### config.mk
export PLATFORM = sky130hd
export DESIGN_NAME = abcr_front
export DESIGN_NICKNAME = d
export VERILOG_FILES = /design/src/rtl/abcr_pkg.sv /design/src/rtl/abcr_front.sv
export SDC_FILE = /design/constraint.sdc
export NUM_CORES = 1
export LEC_CHECK = 0
export BUFFER_PORTS_ARGS = -buffer_cell sky130_fd_sc_hd__buf_2
export CAP_MARGIN = 0
export CORE_ASPECT_RATIO = 0.75
export CORE_MARGIN = 2
export CORE_UTILIZATION = 33
export DETAILED_ROUTE_END_ITERATION = 7
export PLACE_DENSITY_LB_ADDON = 0.05
export SLEW_MARGIN = 20
export SYNTH_ARGS = -nofsm -noshare
export SYNTH_HDL_FRONTEND = slang
export SYNTH_SLANG_ARGS = --single-unit
### constraint.sdc
create_clock -name vclk -period 3.1
set_input_delay 0.62 -clock vclk [all_inputs]
set_output_delay 0.62 -clock vclk [all_outputs]
set_load 0.05 [all_outputs]
### src/rtl/abcr_pkg.sv
package abcr_pkg;

    // Display geometry.
    localparam int TOP_BORDER_LINES  = 24;
    localparam int ACTIVE_LINES      = 192;
    localparam int SIDE_BORDER_CELLS = 4;
    localparam int CELLS_PER_ROW     = 32;

    // Store sizes and address widths.
    localparam int BITMAP_BYTES = 6144;
    localparam int ATTR_BYTES   = 768;
    localparam int BM_AW        = 13;
    localparam int AT_AW        = 10;

    // Queue sizes.
    localparam int CMDQ_DEPTH = 4;
    localparam int CMDQ_AW    = 2;
    localparam int OUTQ_DEPTH = 4;
    localparam int OUTQ_AW    = 2;

    // Input operation codes.
    localparam logic [1:0] OP_WR_BITMAP = 2'd0;
    localparam logic [1:0] OP_WR_ATTR   = 2'd1;
    localparam logic [1:0] OP_RENDER    = 2'd2;

    // Classified work passed from the front end to the back end.
    typedef enum logic [1:0] {
        KIND_WR_BITMAP,
        KIND_WR_ATTR,
        KIND_BORDER,
        KIND_CELL
    } cmd_kind_t;

    typedef struct packed {
        cmd_kind_t          kind;
        logic [BM_AW-1:0]   bm_addr;
        logic [AT_AW-1:0]   at_addr;
        logic [7:0]         data;
        logic               flash;
    } cmd_t;

    typedef logic [3:0][31:0] cell_words_t;

    // Fixed RGB332 palette; the upper eight entries are the bright set.
    function automatic logic [7:0] palette_byte(input logic [3:0] idx);
        logic [7:0] val;
        case (idx)
            4'd0:    val = 8'h00;
            4'd1:    val = 8'h02;
            4'd2:    val = 8'hA0;
            4'd3:    val = 8'hA2;
            4'd4:    val = 8'h14;
            4'd5:    val = 8'h16;
            4'd6:    val = 8'hB4;
            4'd7:    val = 8'hB6;
            4'd8:    val = 8'h00;
            4'd9:    val = 8'h03;
            4'd10:   val = 8'hE0;
            4'd11:   val = 8'hE3;
            4'd12:   val = 8'h1C;
            4'd13:   val = 8'h1F;
            4'd14:   val = 8'hFC;
            default: val = 8'hFF;
        endcase
        return val;
    endfunction

endpackage

### src/rtl/abcr_front.sv
module abcr_front (
    input  logic                   push,
    output logic                   full,
    input  logic [1:0]             op,
    input  logic [12:0]            address,
    input  logic [7:0]             data,
    input  logic [7:0]             line,
    input  logic [5:0]             column,
    input  logic [7:0]             frame,
    input  logic                   q_full,
    input  logic                   clearing,
    output logic                   cmd_push,
    output abcr_pkg::cmd_t         cmd
);

    logic       line_active;
    logic       col_active;
    logic [7:0] v;
    logic [5:0] c;
    logic       keep;

    // The input side stalls while the stores are being cleared or the queue is full.
    assign full = q_full || clearing;

    // Active window test and cell coordinates inside the active area.
    assign line_active = (line >= 8'(abcr_pkg::TOP_BORDER_LINES)) &&
                         (line < 8'(abcr_pkg::TOP_BORDER_LINES + abcr_pkg::ACTIVE_LINES));
    assign col_active  = (column >= 6'(abcr_pkg::SIDE_BORDER_CELLS)) &&
                         (column < 6'(abcr_pkg::SIDE_BORDER_CELLS + abcr_pkg::CELLS_PER_ROW));
    assign v = line - 8'(abcr_pkg::TOP_BORDER_LINES);
    assign c = column - 6'(abcr_pkg::SIDE_BORDER_CELLS);

    // Classify the transaction; dropped items never enter the queue.
    always_comb
    begin
        keep         = 1'b0;
        cmd.kind     = abcr_pkg::KIND_BORDER;
        cmd.bm_addr  = address;
        cmd.at_addr  = address[abcr_pkg::AT_AW-1:0];
        cmd.data     = data;
        cmd.flash    = frame[5];
        case (op)
            abcr_pkg::OP_WR_BITMAP:
            begin
                keep     = (address < 13'(abcr_pkg::BITMAP_BYTES));
                cmd.kind = abcr_pkg::KIND_WR_BITMAP;
            end
            abcr_pkg::OP_WR_ATTR:
            begin
                keep     = (address < 13'(abcr_pkg::ATTR_BYTES));
                cmd.kind = abcr_pkg::KIND_WR_ATTR;
            end
            abcr_pkg::OP_RENDER:
            begin
                keep = 1'b1;
                if (line_active && col_active)
                begin
                    cmd.kind    = abcr_pkg::KIND_CELL;
                    // Interleaved bitmap layout: third, pixel row, character row.
                    cmd.bm_addr = {v[7:6], v[2:0], v[5:3], c[4:0]};
                    cmd.at_addr = {v[7:3], c[4:0]};
                end
                else
                begin
                    cmd.kind = abcr_pkg::KIND_BORDER;
                end
            end
            default:
            begin
                keep = 1'b0;
            end
        endcase
    end

    assign cmd_push = push && !full && keep;

endmodule

==> summary by stage, run 1 <==
Outcome
The flow ran to the end, and the final reports show no timing, DRC or antenna violations.

Timing
The total setup violations reported at the end of the flow is 0. Setup slack on the critical path of the routed design comes to about 0.16 ns. Setup repair after global routing left no endpoint under its margin.

The number of max-slew violations in the final report is 0. The peak clock frequency supported by timing is 340 MHz. The transition time at the pin with the least slew margin is ~0.5 ns. The final critical path takes up 94.9% of the cycle.

The worst pin sits at a relative slew slack of 66.5%. The minimum clock period is between 2 and 3 ns. The number of endpoints with negative hold slack in the final report was 0.

Worst setup path
The critical path startpoint category is an input port. The worst setup path is captured at an output port. The slowest stage of the critical path is the sky130_fd_sc_hd__and4_4 cell.

STA puts the critical path data required time at 2.48 ns. The critical path in this run is classified as in -> out. The highest fanout seen on the critical path is 12. Walking the worst path, the cells encountered are buf_2 -> inv_12 -> ha_4 -> nand2b_4 -> a211oi_2 -> and4_4 -> mux2_2 -> buf_2.

The data arrival time at the worst-slack endpoint is approximately 2.3 ns. The delay of the slowest cell on the worst path is between 0.4 and 0.5 ns. By instance count, the cell type seen most on the critical path is sky130_fd_sc_hd__buf_2.

Floorplanning
The number of cell rows is 13. The vertical die dimension is 42.1 µm. The area of the die is 0.00231 mm².

The floorplan step defined a core boundary enclosing roughly 0.0018 mm². For this configuration, the core starts out at a cell density of 36.1%. The die is 54.8 µm wide. Pin placement for this block handled 84 I/O pins.

Layout
The post-route cell area is 933 µm². The number of inserted diodes is 0. For this run, the share of the core covered by cells in the final layout is 52.6%. In the final layout, flip-flops and latches occupy 0 µm². The final cell count without fillers is 142.

The number of inserted filler cells in the final layout is 181. The final layout contains a sequential cell count of 0. Cells with a size suffix above 1 make up 72.5% of the layout.

The layout has 0 clock buffers. The area growth from synthesis to layout is 46.0%. The net count of the finished layout is 173.

Synth
The total of warnings raised by yosys is 0. After synthesis the cells add up to 639 µm². Synthesis produced a netlist with a net count of about 130. The number of distinct standard cells referenced by the synthesized netlist is 30. After synthesis, the mean cell area works out to 7.99 µm².

Summing the sequential cell areas from Yosys gives 0% of the chip area. Synthesis produced a netlist whose cell count is 80.

Hold path
The kind of path behind the tightest hold check is in -> out.

Global routing
The overflow left after global routing is 0. The number of global-route vias before repair is 652. The first global-routing pass estimated 2.62 mm of wire. The global routing usage summed across all routing layers is between 10% and 20%. The number of antenna violations at the first check in global routing came to 0. The maximum number of pins on one net before global-route repair is 13.

Place
The area of placed instances is 933 µm². The post-placement cell count is 142. The pre-CTS setup slack is 0.155 ns. The weighted congestion reported at the end of routability-driven placement is 0.683. Detailed placement ended at an HPWL of 1.48 mm. The number of input and output port buffers inserted is 59.

Route
The first detailed-routing pass took 4 iterations. After detailed routing, the number of vias per cell comes to 5.10. In this run, the number of DRC markers left after iteration 0 of detailed routing was 10. The post-detailed-routing wire length is 1.67 mm. The post-detailed-route count of antenna-violating nets is 0. The detailed router placed just over 700 vias in this run.

After detailed routing, the average wire length per cell comes to ~12 µm. For this run, design rule violations remaining after detail routing come to 0.

Power and ir drop
For this design the static power due to leakage is approximately 0.47 nW. The maximum resistive drop on vdd is 0.138 mV. The overall power consumption is approximately 0.00022 W. In this run the power density over the cells is ~240 mW/mm².

Clock network
The hold-fix buffer count after cts is 0. The count of instances resized after the clock tree is built is 0. Once the clock tree was built, the setup fixing pass inserted 0 buffers.

Job
The tool flagged a number of max-cap violations equal to 0.
cell usage in the layout, fill, tap and decap left out, types with 2 or more instances in the layout:
| cell type | count |
|---|---|
| sky130_fd_sc_hd__mux2_2 | 2 |
| sky130_fd_sc_hd__a222oi_1 | 2 |
| sky130_fd_sc_hd__a211o_1 | 4 |
| sky130_fd_sc_hd__a221oi_2 | 2 |
| sky130_fd_sc_hd__mux2_4 | 7 |
| sky130_fd_sc_hd__nand3_1 | 3 |
| sky130_fd_sc_hd__or2_2 | 2 |
| sky130_fd_sc_hd__ha_4 | 2 |
| sky130_fd_sc_hd__a21oi_1 | 2 |
| sky130_fd_sc_hd__nor2_1 | 2 |
| sky130_fd_sc_hd__inv_1 | 8 |
| sky130_fd_sc_hd__o21ai_0 | 2 |
| sky130_fd_sc_hd__buf_2 | 59 |
| sky130_fd_sc_hd__o32ai_1 | 4 |
metrics by stage:
stage               setup TNS [ns]  hold WS, ns
floorplan                   -0.167         1.37
global placement                 0         1.24
detailed placement               0         1.24
CTS                              0         1.24
global route                     0         1.24
finish                           0         1.24
critical path: cells and delay by family:
family                     cells  cell delay (ns)
and+or+nand+nor                2             0.50
buffers and inverters          3             0.41
muxes                          1             0.38
AOI/OAI and AO/OA              1             0.25
adders and majority gates      1             0.14
logic make-up after synthesis:
kind of cell	count (synthesis)	share of synthesized area, %
and+or+nand+nor	15	15.3
adders and majority gates	3	5.87
AOI/OAI and AO/OA	20	24.9
xor gates and xnor gates	2	2.74
muxes	11	23.1
buffers and inverters	29	28.2
metal layers:
layer / global-route usage [%] / vias up / wire length, µm
met4: 2.50 / 0 / 21
li1: - / 362 / -
met5: 0 / - / 0
met2: 25.0 / 37 / 764
met3: 0.357 / 8 / 196
met1: 18.2 / 317 / 685
power breakdown:
part / switching, W / internal (W) / total [W] / leakage (nW)
Clock: 0 / 0 / 0 / 0
Combinational: 0.000151 / 0.0000714 / 0.000222 / 0.470
Sequential: 0 / 0 / 0 / 0
cell usage after synthesis:
cell type	count	area, µm²
sky130_fd_sc_hd__mux2_4	7	105
sky130_fd_sc_hd__nand3_1	3	15.0
sky130_fd_sc_hd__and4_4	1	11.3
sky130_fd_sc_hd__mux2_2	2	22.5
sky130_fd_sc_hd__ha_1	3	37.5
sky130_fd_sc_hd__mux2i_1	2	20.0
sky130_fd_sc_hd__a221oi_1	2	17.5
sky130_fd_sc_hd__inv_1	10	37.5
sky130_fd_sc_hd__a222oi_1	2	20.0
sky130_fd_sc_hd__o21ai_0	2	10.0
sky130_fd_sc_hd__a211o_1	4	35.0
sky130_fd_sc_hd__and2b_2	1	8.76
sky130_fd_sc_hd__xor2_1	1	8.76
sky130_fd_sc_hd__a211oi_1	2	15.0
sky130_fd_sc_hd__nor2_1	2	7.51
sky130_fd_sc_hd__clkbuf_1	1	3.75
sky130_fd_sc_hd__nand2b_1	1	6.26
sky130_fd_sc_hd__xnor2_1	1	8.76
sky130_fd_sc_hd__o32ai_1	4	35.0
sky130_fd_sc_hd__a21oi_1	2	10.0
sky130_fd_sc_hd__buf_6	1	11.3
sky130_fd_sc_hd__or2_2	2	12.5
sky130_fd_sc_hd__a21o_1	1	7.51
sky130_fd_sc_hd__or3_2	1	7.51
sky130_fd_sc_hd__nor3b_1	1	7.51
sky130_fd_sc_hd__nor4_1	1	6.26
sky130_fd_sc_hd__nor4b_1	1	8.76
sky130_fd_sc_hd__or3_1	1	6.26
sky130_fd_sc_hd__a21o_2	1	8.76
sky130_fd_sc_hd__buf_4	17	128
area by class of cell:
| class | count | area [µm²] | area share (%) |
|---|---|---|---|
| well taps | 22 | 27.5 | 2.95 |
| repair buffers | 59 | 295 | 31.6 |
| inverters | 10 | 55.1 | 5.90 |
| multi-input cells | 51 | 556 | 59.5 |
final timing paths:
path      start  endpoint  slack [ns]  depth (start not counted)
max   column[3]   cmd[19]        0.16                          8
min    frame[5]    cmd[0]        1.24                          0
Note: power is estimated with default switching activity, not from simulation.
==> run 2: changes to the inputs <==
--- a/config.mk
+++ b/config.mk
@@ -7,7 +7,6 @@
 export LEC_CHECK = 0
 export BUFFER_PORTS_ARGS = -buffer_cell sky130_fd_sc_hd__buf_2
 export CAP_MARGIN = 0
-export CORE_ASPECT_RATIO = 0.75
 export CORE_MARGIN = 2
 export CORE_UTILIZATION = 33
 export DETAILED_ROUTE_END_ITERATION = 7
==> summary by stage, run 2 (synthesis results as in run 1) <==
Outcome
The flow ran to the end, and the final reports show no timing, DRC or antenna violations.

Layout
The post-route cell area is 937 µm² (+0.40%). Leaving out fill and tap cells, the most frequent cell in the layout is sky130_fd_sc_hd__buf_2. Compared with the post-synthesis result, the final layout area differs by 46.6%. The count of sequential standard cells is 0 (unchanged). The share of cells above drive strength 1 is 72.5% (unchanged). The number of clock buffers in the layout is 0 (unchanged).

The sequential cell area is 0 µm² (unchanged). The post-route core utilization came to 52.6% (-0.085 points). In the layout the commonest cells are sky130_fd_sc_hd__buf_2, sky130_fd_sc_hd__inv_1, sky130_fd_sc_hd__mux2_4. The number of inserted filler cells in the final layout came to 194 (+7.2%). The post-layout net count is 173 (unchanged). The number of inserted diodes is 0 (unchanged).

Global routing
The global routing usage summed across all routing layers is 13.9% (-0.12 points). The overflow left after global routing is 0 (unchanged). The maximum number of pins on one net before global-route repair came to 13 (unchanged). The global-route wire length before repair is 2.42 mm (-7.6%). The number of global-route vias before repair is 591 (-9.4%).

The number of antenna violations at the first check in global routing is 0 (unchanged).

Route
The detailed-route wire length on metal 1 is 710 µm (+3.6%). The post-detailed-routing wire length came to 1.71 mm (+2.5%). The number of DRC markers in iteration 0 is 9 (-1). The length of the first detailed-routing pass in iterations is 4 (unchanged). The via density per instance was 4.99 (-2.1%). The length of routed met2 wiring was 840 µm (+9.9%). The average routed wire per standard cell is 11.8 µm (+0.40%). The via total after detailed routing came to 724 (unchanged). The number of design rule violations left after detail routing is 0 (unchanged).

The met3 wire length was 152 µm (-22%). The post-detailed-route count of antenna-violating nets is 0 (unchanged). Routed signal wires occupy layers up through met4.

Timing
The worst slew margin relative to its limit came to 67.0% (+0.49 points). The minimum clock period is 2.93 ns (-0.0150 ns). The total setup violations reported at the end of the flow came to 0 (unchanged).

The final cycle utilization of the critical path is 94.4% (-0.48 points). The peak clock frequency supported by timing is 342 MHz (+0.51%). The final setup TNS is 0 ns (unchanged). Setup repair after global routing left no endpoint under its margin. The transition time at the pin with the least slew margin is 0.491 ns (-0.00722 ns). The number of endpoints with negative hold slack in the final report is 0 (unchanged). The number of max-slew violations in the final report was 0 (unchanged).

Worst setup path
The data arrival time at the worst-slack endpoint is 2.31 ns (about the same). The highest fanout seen on the critical path came to 12 (unchanged). The kind of end point of the critical path is an output port. The cell repeated most along the worst path is sky130_fd_sc_hd__buf_2. The critical path goes through buf_2 -> inv_12 -> ha_4 -> nand2b_4 -> a211oi_2 -> and4_4 -> mux2_2 -> buf_2. The critical path startpoint category is an input port.

The data required time of the critical path is 2.48 ns (about the same). The slowest stage of the critical path is the sky130_fd_sc_hd__and4_4 cell. The critical path is of the in -> out type. The delay of the slowest cell on the worst path was 0.43 ns (about the same).

Floorplanning
The top-level I/O count is 84 (unchanged). The die span in x is 48.0 µm (-12%). The initial core utilization came to 35.9% (-0.20 points). The number of cell rows is 15 (+2).

The standard cell core area is 0.00178 mm² (+0.56%). The area of the die is 0.00231 mm² (-0.16%). The vertical die dimension is 48.0 µm (+14%).

Power and ir drop
The overall power consumption is 0.000223 W (+0.25%). The total leakage power came to 0.470 nW (unchanged). The maximum resistive drop on vdd is 0.131 mV (-4.8%).

The power density over cell area is 237 mW/mm² (-0.15%).

Hold path
In this run the worst hold path is classified as in -> out.

Job
The number of maximum-capacitance constraint violations is 0 (unchanged).

Clock network
The number of post-CTS setup repair buffers came to 0 (unchanged). The hold-fix buffer count after cts was 0 (unchanged). The count of instances resized after the clock tree is built was 0 (unchanged).

Place
The weighted congestion reported at the end of routability-driven placement is 0.728 (+6.6%). The area of placed instances is 937 µm² (+0.40%). The final HPWL from detailed placement is 1.52 mm (+2.4%).

The number of input and output port buffers inserted is 59 (unchanged).
==> run 2: cell counts in the layout (fill, tap and decap cells not counted) <==
No cell type changed its count.
==> run 2: worst paths after layout <==
kind      start       to  cells after the start
min     data[0]   cmd[1]                      0
max   column[3]  cmd[19]                      8
==> run 2: final cells by class <==
| class | instances | area (µm²) | share of cell area [%] |
|---|---|---|---|
| inverter | 10 | 55.1 | 5.87 |
| tap | 25 | 31.3 | 3.34 |
| multi-input combinational | 51 | 556 | 59.3 |
| timing repair buffer | 59 | 295 | 31.5 |
==> run 2: where the power goes <==
group          internal, W  switching (W)  total, W  leakage, nW
clock network            0              0         0            0
logic            0.0000716       0.000151  0.000223        0.470
registers                0              0         0            0
total            0.0000716       0.000151  0.000223        0.470
==> run 2: worst max-delay path: cells and delay by family <==
family                   cells  cell delay [ns]
adder cells (fa/ha/maj)      1             0.14
AO/OA/AOI/OAI                1             0.25
buffers and inverters        3             0.41
multiplexers                 1             0.38
AND/OR/NAND/NOR              2             0.51
==> run 2: through the flow <==
stage               instances  hold WS [ns]  worst slack [ns]
finish                    145          1.24             0.173
CTS                       145          1.24             0.151
global route              145          1.24            0.0872
floorplan                  80          1.37           -0.0661
global placement          145          1.24             0.166
detailed placement        145          1.24             0.154
==> run 2: routing by layer <==
| layer | global-route usage, % | vias to the layer above |
|---|---|---|
| li1 | - | 365 |
| met1 | 17.8 | 312 |
| met2 | 26.9 | 45 |
| met3 | 0 | 2 |
| met4 | 0.541 | 0 |
| met5 | 0 | - |
