==> config.mk <==
export PLATFORM = sky130hd
export DESIGN_NAME = abcr_cmd_fifo
export DESIGN_NICKNAME = d
export VERILOG_FILES = /design/src/rtl/abcr_pkg.sv /design/src/rtl/abcr_cmd_fifo.sv
export SDC_FILE = /design/constraint.sdc
export NUM_CORES = 1
export LEC_CHECK = 0
export ABC_AREA = 1
export BUFFER_PORTS_ARGS = -buffer_cell sky130_fd_sc_hd__clkbuf_2
export CORE_MARGIN = 5
export CORE_UTILIZATION = 62
export CTS_CLUSTER_DIAMETER = 100
export DETAILED_ROUTE_END_ITERATION = 10
export MAX_ROUTING_LAYER = met4
export PLACE_DENSITY = 0.85
export SYNTH_ARGS = -nofsm -noshare
export SYNTH_HDL_FRONTEND = slang
export SYNTH_SLANG_ARGS = --single-unit
==> constraint.sdc <==
create_clock -name clk -period 2.8 [get_ports clk]
set_input_delay 0.28 -clock clk [delete_from_list [all_inputs] [get_ports clk]]
set_output_delay 0.28 -clock clk [all_outputs]
set_load 0.02 [all_outputs]
==> src/rtl/abcr_pkg.sv <==
package abcr_pkg;

    // Display geometry.
    localparam int TOP_BORDER_LINES  = 24;
    localparam int ACTIVE_LINES      = 192;
    localparam int SIDE_BORDER_CELLS = 4;
    localparam int CELLS_PER_ROW     = 32;

    // Store sizes and address widths.
    localparam int BITMAP_BYTES = 6144;
    localparam int ATTR_BYTES   = 768;
    localparam int BM_AW        = 13;
    localparam int AT_AW        = 10;

    // Queue sizes.
    localparam int CMDQ_DEPTH = 4;
    localparam int CMDQ_AW    = 2;
    localparam int OUTQ_DEPTH = 4;
    localparam int OUTQ_AW    = 2;

    // Input operation codes.
    localparam logic [1:0] OP_WR_BITMAP = 2'd0;
    localparam logic [1:0] OP_WR_ATTR   = 2'd1;
    localparam logic [1:0] OP_RENDER    = 2'd2;

    // Classified work passed from the front end to the back end.
    typedef enum logic [1:0] {
        KIND_WR_BITMAP,
        KIND_WR_ATTR,
        KIND_BORDER,
        KIND_CELL
    } cmd_kind_t;

    typedef struct packed {
        cmd_kind_t          kind;
        logic [BM_AW-1:0]   bm_addr;
        logic [AT_AW-1:0]   at_addr;
        logic [7:0]         data;
        logic               flash;
    } cmd_t;

    typedef logic [3:0][31:0] cell_words_t;

    // Fixed RGB332 palette; the upper eight entries are the bright set.
    function automatic logic [7:0] palette_byte(input logic [3:0] idx);
        logic [7:0] val;
        case (idx)
            4'd0:    val = 8'h00;
            4'd1:    val = 8'h02;
            4'd2:    val = 8'hA0;
            4'd3:    val = 8'hA2;
            4'd4:    val = 8'h14;
            4'd5:    val = 8'h16;
            4'd6:    val = 8'hB4;
            4'd7:    val = 8'hB6;
            4'd8:    val = 8'h00;
            4'd9:    val = 8'h03;
            4'd10:   val = 8'hE0;
            4'd11:   val = 8'hE3;
            4'd12:   val = 8'h1C;
            4'd13:   val = 8'h1F;
            4'd14:   val = 8'hFC;
            default: val = 8'hFF;
        endcase
        return val;
    endfunction

endpackage

==> src/rtl/abcr_cmd_fifo.sv <==
module abcr_cmd_fifo (
    input  logic                   clk,
    input  logic                   rst_n,
    input  logic                   wr_en,
    input  abcr_pkg::cmd_t         wr_cmd,
    output logic                   q_full,
    input  logic                   rd_en,
    output logic                   q_valid,
    output abcr_pkg::cmd_t         rd_cmd
);

    abcr_pkg::cmd_t                 mem_reg [abcr_pkg::CMDQ_DEPTH];
    logic [abcr_pkg::CMDQ_AW-1:0]   wr_ptr_reg;
    logic [abcr_pkg::CMDQ_AW-1:0]   wr_ptr_next;
    logic [abcr_pkg::CMDQ_AW-1:0]   rd_ptr_reg;
    logic [abcr_pkg::CMDQ_AW-1:0]   rd_ptr_next;
    logic [abcr_pkg::CMDQ_AW:0]     count_reg;
    logic [abcr_pkg::CMDQ_AW:0]     count_next;

    assign q_full  = (count_reg == (abcr_pkg::CMDQ_AW+1)'(abcr_pkg::CMDQ_DEPTH));
    assign q_valid = (count_reg != '0);
    assign rd_cmd  = mem_reg[rd_ptr_reg];

    // Pointer and occupancy update.
    always_comb
    begin
        wr_ptr_next = wr_en ? wr_ptr_reg + 1'b1 : wr_ptr_reg;
        rd_ptr_next = rd_en ? rd_ptr_reg + 1'b1 : rd_ptr_reg;
        count_next  = count_reg;
        if (wr_en && !rd_en)
        begin
            count_next = count_reg + 1'b1;
        end
        else if (rd_en && !wr_en)
        begin
            count_next = count_reg - 1'b1;
        end
    end

    always_ff @(posedge clk or negedge rst_n)
    begin
        if (!rst_n)
        begin
            wr_ptr_reg <= '0;
            rd_ptr_reg <= '0;
            count_reg  <= '0;
        end
        else
        begin
            wr_ptr_reg <= wr_ptr_next;
            rd_ptr_reg <= rd_ptr_next;
            count_reg  <= count_next;
        end
    end

    // Entry storage needs no reset.
    always_ff @(posedge clk)
    begin
        if (wr_en)
        begin
            mem_reg[wr_ptr_reg] <= wr_cmd;
        end
    end

endmodule

==> summary.txt, run 1 <==
Outcome -> complete, no violations
Drt drc -> 0
Die Wd -> 107 microns
GRT Resource Usage Total -> 20.3%
Initial antenna violation count -> 0
Synth Net Count -> 489
Setup TNS -> 0 ns
Wire per inst -> 15.6 microns
Clock sinks -> 143
Switching Share -> 37.5%
Layout cells sized above 1 -> 20.0%
Peak Freq -> 394 MHz
Fin crit period -> 2.54 ns
Total power -> 0.00773 W
Crit Path Class -> flip-flop to primary output
Clock root buffer -> clkbuf_8
Longest Clk Path Bufs -> 2
Synth Instances -> 445
Boundary Pins -> 74
Cell Area, Placed -> 6180 sq um
Area leader, netlist -> edfxtp_1
Post-DR vias/cell -> 5.26
Core Box Area -> 9150 sq um
Core Util, Final -> 77.7%
Total number of vias -> 3,551
Worst-Margin Slew -> 0.850 ns
RSZ-0062 raised after global routing -> false
Top cells by area, synth -> edfxtp_1 71%, o211ai_1 8.8%, nand2_1 7.5%, inv_1 5.1%, dfrtp_1 3.0%
Max-Cap Viols -> 0
Power density cells -> 1090 nW/um^2
Post-route cell area -> 7110 sq um
Clk pwr share -> 27.9%
VDD IR-drop max -> 0.000782 V
Most common cell after layout, fill and taps aside -> edfxtp_1
Die height -> 107 microns
Post-synthesis register bit count -> 143
WP data required -> 2.52 ns
Initial Util -> 63.1%
Slew Viols, Final -> 0
Internal -> 0.00483 W
Hold crit path type -> input port to flip-flop
Routed Wire Length -> 10,500 microns
Tcrit/Tclk final -> 90.7%
DIE AREA -> 11,300 sq um
# diodes -> 0
Max reg flops -> 136
Drt pass-1 iters -> 6
Gpl congestion -> 0.742
Leading cell types in the layout, fill and taps excluded -> 136 x edfxtp_1, 116 x nand2_1, 75 x inv_1
Congestion Overflow GR -> 0
DR iter-0 viols -> 218
Final-report hold violation count -> 0
Post-Syn Area -> 5780 sq um
Largest net degree at the start of global routing -> 76
Critical path data arrival time -> 2.26 ns
Critical path capture point type -> primary output
Htree depth -> 4
Max FO, Critical Path -> 75
Final setup vio count -> 0
Register area share after synthesis -> 73.7%
Hold WS -> 0.0264 ns
Post-CTS Hold Fix Bufs -> 35
Startpoint types -> flip-flop
Clock transition at path regs -> 0.07 ns
Top-area cell type share of the netlist area -> 70.7%
First-pass GRT wire length -> 16,800 microns
NetSw -> 0.00290 W
Vias in the first global route -> 3,523
HPWL Detailed -> 5920 microns
Yosys cell types -> 18
TritonCTS Buffers -> 17
Post-route ant nets -> 0
Port Buffers -> 73
Share of power burned in registers -> 39.9%
Nets -> 595
Combinational power share -> 32.1%
Cts repair resizes -> 0
Synth Warn # -> 0
Layout area overhead -> 23.2%
Relative slew margins -> 43.3%
Leak Pwr -> 2.96 nW
Row count -> 35
Synth Area per Inst -> 13.0 sq um
CTS tree -> yes
Setup bufs post-CTS -> 0
Worst-Skew Late Latency -> 0.51 ns
Clk_skew -> 0.00430 ns
==> cells in the mapped netlist <==
cell and number:
nand3_1 1, fa_1 1, nor2_1 1, nor3_1 1, xor2_1 3, xnor2_1 1
ha_1 5, dfrtp_1 7, inv_1 79, nand4_1 1, inv_2 1, buf_4 6
o211ai_1 68, nand2_1 116, clkbuf_1 2, o21ai_1 1, buf_2 15, edfxtp_1 136
==> final timing paths <==
path / startpoint / end / slack (ns) / cells past startpoint
min in group asynchronous: rst_n / rd_ptr_reg[0] / 0.14 / 2
worst max register to register: wr_ptr_reg[0] / mem_reg[2][19] / 1.04 / 4
worst max-delay path: rd_ptr_reg[0] / rd_cmd[23] / 0.26 / 5
worst min-delay path: wr_cmd[23] / mem_reg[1][23] / 0.03 / 1
max in group asynchronous: rst_n / rd_ptr_reg[0] / 2.47 / 2
worst min register to register: count_reg[2] / count_reg[2] / 0.49 / 2
==> cells by family (layout without fill, tap and decap cells) <==
logic type      count (synthesis)  after routing  synth area share [%]
compound gates                 69             69                  8.93
buf+inv                       103            222                  7.41
simple gates                  120            120                  7.89
fa+ha+maj                       6              6                  1.43
flops                         143            143                  73.7
xor+xnor                        4              4                 0.607
==> power groups by stage <==
stage	registers (W)	logic, W	clock network [W]
2_1_floorplan	0.00295	0.00188	0
6_report	0.00309	0.00248	0.00216
5_1_grt	0.00315	0.00274	0.00228
3_5_place_dp	0.00313	0.00245	0
3_3_place_gp	0.00311	0.00239	0
4_1_cts	0.00309	0.00252	0.00219
==> worst max-delay path: stages (launching register included) <==
cell	delay (ns)
dfrtp_4	0.90
buf_12	0.32
nand2_1	0.11
o211ai_1	0.12
nand2_1	0.09
clkbuf_2	0.16
==> final cells by class <==
| class | count | area [sq um] |
|---|---|---|
| Clock buffer | 17 | 414 |
| Clock inverter | 15 | 165 |
| Timing Repair Buffer | 110 | 743 |
| Multi-Input combinational cell | 199 | 1090 |
| Inverter | 80 | 300 |
| Tap cell | 111 | 139 |
| Fill cell | 521 | 2040 |
| Sequential cell | 143 | 4260 |
==> per-stage QoR <==
step           setup WS (ns)  instances
6_report               0.261        675
5_1_grt               0.0944        675
4_1_cts                0.236        675
3_5_place_dp           0.831        608
3_3_place_gp           0.900        608
2_1_floorplan           1.07        445
==> metal layers <==
metal,vias up,GRT usage (%),wire length (microns)
li1,1746,-,-
met2,120,35.1,5490
met1,1669,23.1,4230
met4,0,7.58,195
met5,-,-,0
met3,16,4.92,582
(Power assumes the default switching activity.)
==> run 2: changes to the inputs <==
Settings changed: CELL_PAD_IN_SITES_DETAIL_PLACEMENT from default to 0, CELL_PAD_IN_SITES_GLOBAL_PLACEMENT from default to 1, CORE_MARGIN 5 to 2, CORE_UTILIZATION 62 to 50, PLACE_DENSITY 0.85 to default, PLACE_DENSITY_LB_ADDON from default to 0.1.
==> run 2 against run 1 <==
Compared with the run above: non-clock buffer count shrank 27; maximum frequency is 4.9% higher; total power up 0.28%; core utilization fell by 17 points; clock skew grew 0.0072 ns; routed wire length shrank 1.5%; via count is 4.1% lower; global-route usage down 1.9 points; final cell count increased by 0.59%; largest cell class unchanged.
==> summary.txt, run 2 (same netlist as run 1, synthesis figures left out) <==
Hold Path End -> mem_reg[0][20]
Combinational power share -> 31.9% (-0.2 points)
TritonCTS Buffers -> 17 (unchanged)
Peak Freq -> 413 MHz (+4.9%)
Drt drc -> 0 (unchanged)
Area of the multi-input gates -> 1090 sq um (unchanged)
RR Startpoint -> wr_ptr_reg[0]
HPWL Detailed -> 6250 microns (+5.5%)
Initial antenna violation count -> 0 (unchanged)
GRT Resource Usage Total -> 18.4% (-1.9 points)
Post-DR vias/cell -> 5.02 (-4.6%)
Tcrit/Tclk final -> 86.4% (-4.3 points)
Leading cell types in the layout, fill and taps excluded -> 136 x edfxtp_1, 116 x nand2_1, 75 x inv_1
Row count -> 39 (+11%)
Longest Clk Path Bufs -> 2 (unchanged)
Internal -> 0.00499 W (+3.3%)
DR WL met3 -> 383 microns (-34%)
Setup TNS -> 0 ns (unchanged)
Htree depth -> 4 (unchanged)
Outcome -> complete, no violations
Crit path largest cell delay -> 0.92 ns (+0.02 ns)
CP Buf/Inv Count -> 2 (unchanged)
Worst reg-to-reg path cell count -> 5 (+1)
Critical path data arrival time -> 2.14 ns (-0.12 ns)
Clock transition at path regs -> 0.06 ns (about the same)
Worst R2R End -> mem_reg[2][31]
Register-to-register setup slack -> 1.02 ns (-0.02 ns)
Boundary Pins -> 74 (unchanged)
RSZ-0062 raised after global routing -> false
DR iter-0 viols -> 185 (-15%)
Max-Cap Viols -> 0 (unchanged)
Min-Delay Startpoint -> wr_cmd[20]
Worst-Margin Slew -> 0.775 ns (-0.0745 ns)
Hold depth -> 1 (unchanged)
Clk pwr share -> 28.3% (+0.4 points)
Layout area overhead -> 19.1%
Clk_skew -> 0.0115 ns (+0.00720 ns)
Top Layer Used -> met4
Worst-Skew Late Latency -> 0.41 ns (-0.10 ns)
Nets -> 568 (-4.5%)
Die Wd -> 111 microns (+4.7%)
# diodes -> 0 (unchanged)
Startpoint types -> flip-flop
Wire per inst -> 15.2 microns (-2.0%)
Leak Pwr -> 2.85 nW (-3.8%)
Layout cells sized above 1 -> 21.5% (+1.4 points)
Clock root buffer -> clkbuf_16
Power density cells -> 1130 nW/um^2 (+3.7%)
Routed length on met1 -> 4650 microns (+9.9%)
Post-route ant nets -> 0 (unchanged)
Vias in the first global route -> 3,302 (-6.3%)
Port Buffers -> 73 (unchanged)
Cts repair resizes -> 0 (unchanged)
Fill cell count -> 889 (+71%)
Relative slew margins -> 48.3% (+5.0 points)
CTS tree -> yes
Pre-CTS setup slack -> 0.803 ns (-0.0278 ns)
Slew Viols, Final -> 0 (unchanged)
Largest delay contributor family on the critical path -> flip-flops
Crit Path Class -> flip-flop to primary output
VDD IR-drop max -> 0.000817 V (+4.4%)
Final setup vio count -> 0 (unchanged)
Max FO, Critical Path -> 80 (+6.7%)
Gpl congestion -> 0.720 (-3.0%)
Switching Share -> 35.6% (-1.9 points)
Routed Wire Length -> 10,300 microns (-1.5%)
Share of power burned in registers -> 39.8% (about the same)
Drt pass-1 iters -> 4 (-2)
WP data required -> 2.52 ns (about the same)
Critical path capture point type -> primary output
Die height -> 111 microns (+4.7%)
Total number of vias -> 3,407 (-4.1%)
Cell Chain, Critical Path -> buf_12 > o211ai_1 > nand2_1 > clkbuf_2
FF+latch area -> 4260 sq um (unchanged)
Congestion Overflow GR -> 0 (unchanged)
Final worst setup slack -> 0.381 ns (+0.120 ns)
Final-report hold violation count -> 0 (unchanged)
Initial Util -> 51.0% (-12 points)
Max reg flops -> 136 (unchanged)
First-pass GRT wire length -> 16,600 microns (-0.62%)
Most common cell after layout, fill and taps aside -> edfxtp_1
Clock sinks -> 143 (unchanged)
Core Box Area -> 11,300 sq um (+24%)
Core Util, Final -> 60.7% (-17 points)
Crit-path slowest cell -> dfrtp_4
Largest net degree at the start of global routing -> 81 (+6.6%)
DIE AREA -> 12,400 sq um (+9.5%)
Fin crit period -> 2.42 ns (-0.120 ns)
Wire length on met2 -> 5250 microns (-4.4%)
Hold crit path type -> input port to flip-flop
NetSw -> 0.00276 W (-4.8%)
-- run 2: worst max-delay path by stage --
stage	from	depth (start not counted)	slack, ns	endpoint
2_1_floorplan	wr_ptr_reg[0]	4	1.07	mem_reg[2][0]
3_3_place_gp	rd_ptr_reg[0]	4	0.85	rd_cmd[3]
3_5_place_dp	rd_ptr_reg[0]	4	0.80	rd_cmd[3]
4_1_cts	rd_ptr_reg[0]	4	0.36	rd_cmd[3]
5_1_grt	rd_ptr_reg[0]	5	0.19	rd_cmd[3]
6_report	rd_ptr_reg[0]	4	0.38	rd_cmd[3]
-- run 2: stage by stage --
stage / instance area [sq um] / std cells / power [W] / hold WS (ns)
final: 6880 / 679 / 0.00775 / 0.0808
after global routing: 6880 / 679 / 0.00823 / 0.0701
after CTS: 6880 / 679 / 0.00784 / 0.0678
after detailed placement: 6290 / 647 / 0.00566 / 0.135
after global placement: 6290 / 647 / 0.00559 / 0.130
after floorplan: 5780 / 445 / 0.00483 / -0.0156
-- run 2: routing by layer --
metal  track usage [%]  vias to the layer above
met1              22.8                     1637
met3              5.77                        7
li1                  -                     1689
met4              4.69                        0
met2              29.9                       74
met5                 -                        -
-- run 2: power groups by stage --
stage / Combinational [W] / Sequential, W / Clock (W)
global placement: 0.00247 / 0.00312 / 0
finish: 0.00247 / 0.00309 / 0.00219
floorplan: 0.00188 / 0.00295 / 0
CTS: 0.00253 / 0.00309 / 0.00223
global route: 0.00275 / 0.00314 / 0.00233
detailed placement: 0.00252 / 0.00313 / 0
-- run 2: what timing repair did --
| action | in CTS | in global routing |
|---|---|---|
| hold buffers | 1 | 0 |
| endpoints found under the setup margin | 0 | 0 |
| buffers inserted | 0 | 0 |
| hold endpoints to repair | 7 | 0 |
-- run 2: cell type report --
type / count / share of cell area, %
Tap cell: 143 / 2.60
Clock buffer: 19 / 6.30
Sequential cell: 143 / 62.0
Inverter: 80 / 4.37
Clock inverter: 12 / 2.11
Timing Repair Buffer: 83 / 6.80
Multi-Input combinational cell: 199 / 15.8
-- run 2: worst register-to-register path: cells and delay by family, from the launching register on --
| kind | cells | cell delay (ns) |
|---|---|---|
| AND/OR/NAND/NOR | 1 | 0.06 |
| buffers and inverters | 3 | 0.85 |
| flip-flops | 1 | 0.42 |
| adder cells (fa/ha/maj) | 1 | 0.15 |
==> run 3: changes to the inputs <==
==> constraint.sdc (replaced) <==
create_clock -name clk -period 2.8 [get_ports clk]
set_input_delay 0.14 -clock clk [delete_from_list [all_inputs] [get_ports clk]]
set_output_delay 0.14 -clock clk [all_outputs]
set_load 0.02 [all_outputs]
==> run 3 against run 2 <==
Compared with the run above: global-route usage down 0.17 points; worst hold slack got worse by 0.044 ns; final cell count grew 4.3%; total power shrank 2.7%; non-clock buffer count rose by 28; first-iteration DRC count fell by 13%; sequential share of layout area shrank 2.1 points; combinational power barely moved; register-to-register slack gained 0.04 ns; clock skew shrank 0.0064 ns.
==> summary.txt, run 3 (same netlist as run 1, synthesis figures left out) <==
Outcome -> complete, no violations
Clock transition at path regs -> 0.05 ns (about the same)
Crit Path Class -> flip-flop to primary output
Max FO, Critical Path -> 72 (-10%)
HPWL Detailed -> 5660 microns (-9.4%)
WP data required -> 2.66 ns (+0.14 ns)
Row count -> 39 (unchanged)
Final-report hold violation count -> 0 (unchanged)
Crit-path slowest cell -> dfrtp_4
Congestion Overflow GR -> 0 (unchanged)
CTS tree -> yes
Cell mode on critical path -> nand2_1
RSZ-0062 raised after global routing -> false
Post-route ant nets -> 0 (unchanged)
Clock root buffer -> clkbuf_16
Clock sinks -> 143 (unchanged)
Leading cell types in the layout, fill and taps excluded -> 136 x edfxtp_1, 116 x nand2_1, 75 x inv_1
Vias in the first global route -> 3,352 (+1.5%)
DIE AREA -> 12,400 sq um (unchanged)
Worst-Skew Late Latency -> 0.41 ns (about the same)
GRT Resource Usage Total -> 18.3% (-0.17 points)
Initial antenna violation count -> 0 (unchanged)
Critical path capture point type -> primary output
Hold crit path type -> input port to flip-flop
Crit path largest cell delay -> 0.84 ns (-0.08 ns)
Max reg flops -> 136 (unchanged)
Largest net degree at the start of global routing -> 73 (-9.9%)
Cell Chain, Critical Path -> buf_12 > nand2_1 > o211ai_1 > nand2_1 > clkbuf_2
Top Usage Layer GRT -> met2
Layout cells sized above 1 -> 19.3% (-2.2 points)
DR iter-0 viols -> 161 (-13%)
Port Buffers -> 73 (unchanged)
Setup TNS -> 0 ns (unchanged)
First-pass GRT wire length -> 16,700 microns (+0.41%)
Most common cell after layout, fill and taps aside -> edfxtp_1
Boundary Pins -> 74 (unchanged)
Layout area overhead -> 23.2%
Cts repair resizes -> 0 (unchanged)
Max-Cap Viols -> 0 (unchanged)
Tcrit/Tclk final -> 80.8% (-5.6 points)
Largest delay contributor family on the critical path -> flip-flops
VDD IR-drop max -> 0.000537 V (-34%)
Gpl congestion -> 0.701 (-2.7%)
Peak Freq -> 442 MHz (+6.9%)
Die Wd -> 111 microns (unchanged)
Routed Wire Length -> 10,200 microns (-1.4%)
Drt drc -> 0 (unchanged)
Slew Viols, Final -> 0 (unchanged)
M2 GR Usage -> 29.7% (-0.20 points)
Final setup vio count -> 0 (unchanged)
Setup bufs post-CTS -> 0 (unchanged)
Leak Pwr -> 2.94 nW (+3.0%)
Clk_skew -> 0.00508 ns (-0.00642 ns)
Nets -> 596 (+4.9%)
Register-to-register setup slack -> 1.06 ns (+0.04 ns)
Die height -> 111 microns (unchanged)
Post-CTS Hold Fix Bufs -> 36 (+35)
Startpoint types -> flip-flop
TritonCTS Buffers -> 17 (unchanged)
# diodes -> 0 (unchanged)
Core Util, Final -> 62.9% (+2.1 points)
Post-DR vias/cell -> 4.87 (-3.0%)
Initial Util -> 51.0% (unchanged)
Relative slew margins -> 42.6% (-5.8 points)
Htree depth -> 4 (unchanged)
Met3 Use GR -> 4.52% (-1.3 points)
Core Box Area -> 11,300 sq um (unchanged)
Final worst setup slack -> 0.538 ns (+0.157 ns)
Fin crit period -> 2.26 ns (-0.157 ns)
Worst-Margin Slew -> 0.860 ns (+0.0852 ns)
Critical path data arrival time -> 2.12 ns (-0.02 ns)
Wire per inst -> 14.4 microns (-5.4%)
GRT met1 Usage -> 22.5% (-0.26 points)
Longest Clk Path Bufs -> 2 (unchanged)
CP Buf/Inv Count -> 2 (unchanged)
Total number of vias -> 3,446 (+1.1%)
Power density cells -> 1060 nW/um^2 (-6.0%)
Pre-CTS setup slack -> 0.964 ns (+0.160 ns)
Drt pass-1 iters -> 5 (+1)
## run 3: cell count changes in the layout (fill, tap and decap cells not counted), moves of 2 or more
cell           previous run  this run
dlygate4sd3_1             1        36
buf_4                     7         1
clkinv_2                  3         6
bufinv_16                 3         1
## run 3: layout make-up
cell class                 count  area (sq um)
clock inverter                13          98.8
tap                          143           179
timing repair buffer         111           753
fill                         874          4210
multi-input combinational    199          1090
sequential                   143          4260
clock buffer                  19           433
inverter                      80           300
## run 3: final timing paths
check,startpoint,endpoint,depth (start not counted)
max,rd_ptr_reg[0],rd_cmd[28],5
min,wr_en,wr_ptr_reg[1],2
max reg2reg,wr_ptr_reg[0],mem_reg[0][10],4
min reg2reg,count_reg[2],count_reg[2],2
max in group asynchronous,rst_n,rd_ptr_reg[0],2
min in group asynchronous,rst_n,count_reg[2],2
## run 3: metal layers
layer / up-vias / routed length, microns
met5: - / 0
met4: 0 / 134
met3: 10 / 349
met2: 68 / 5070
met1: 1622 / 4650
li1: 1746 / -
## run 3: stage by stage
| stage | power, W | std cells | area (sq um) | hold slack (ns) |
|---|---|---|---|---|
| after CTS | 0.00763 | 708 | 7120 | 0.0306 |
| after floorplan | 0.00483 | 445 | 5780 | -0.156 |
| after global placement | 0.00553 | 640 | 6220 | -0.00556 |
| final | 0.00754 | 708 | 7120 | 0.0366 |
| after global routing | 0.00800 | 708 | 7120 | 0.0460 |
| after detailed placement | 0.00558 | 640 | 6220 | -0.00349 |
## run 3: report_power, final
part	switching [W]	internal (W)	total [W]
clock	0.000808	0.00120	0.00201
combinational	0.00167	0.000784	0.00246
sequential	0.000250	0.00282	0.00307
total	0.00273	0.00480	0.00754
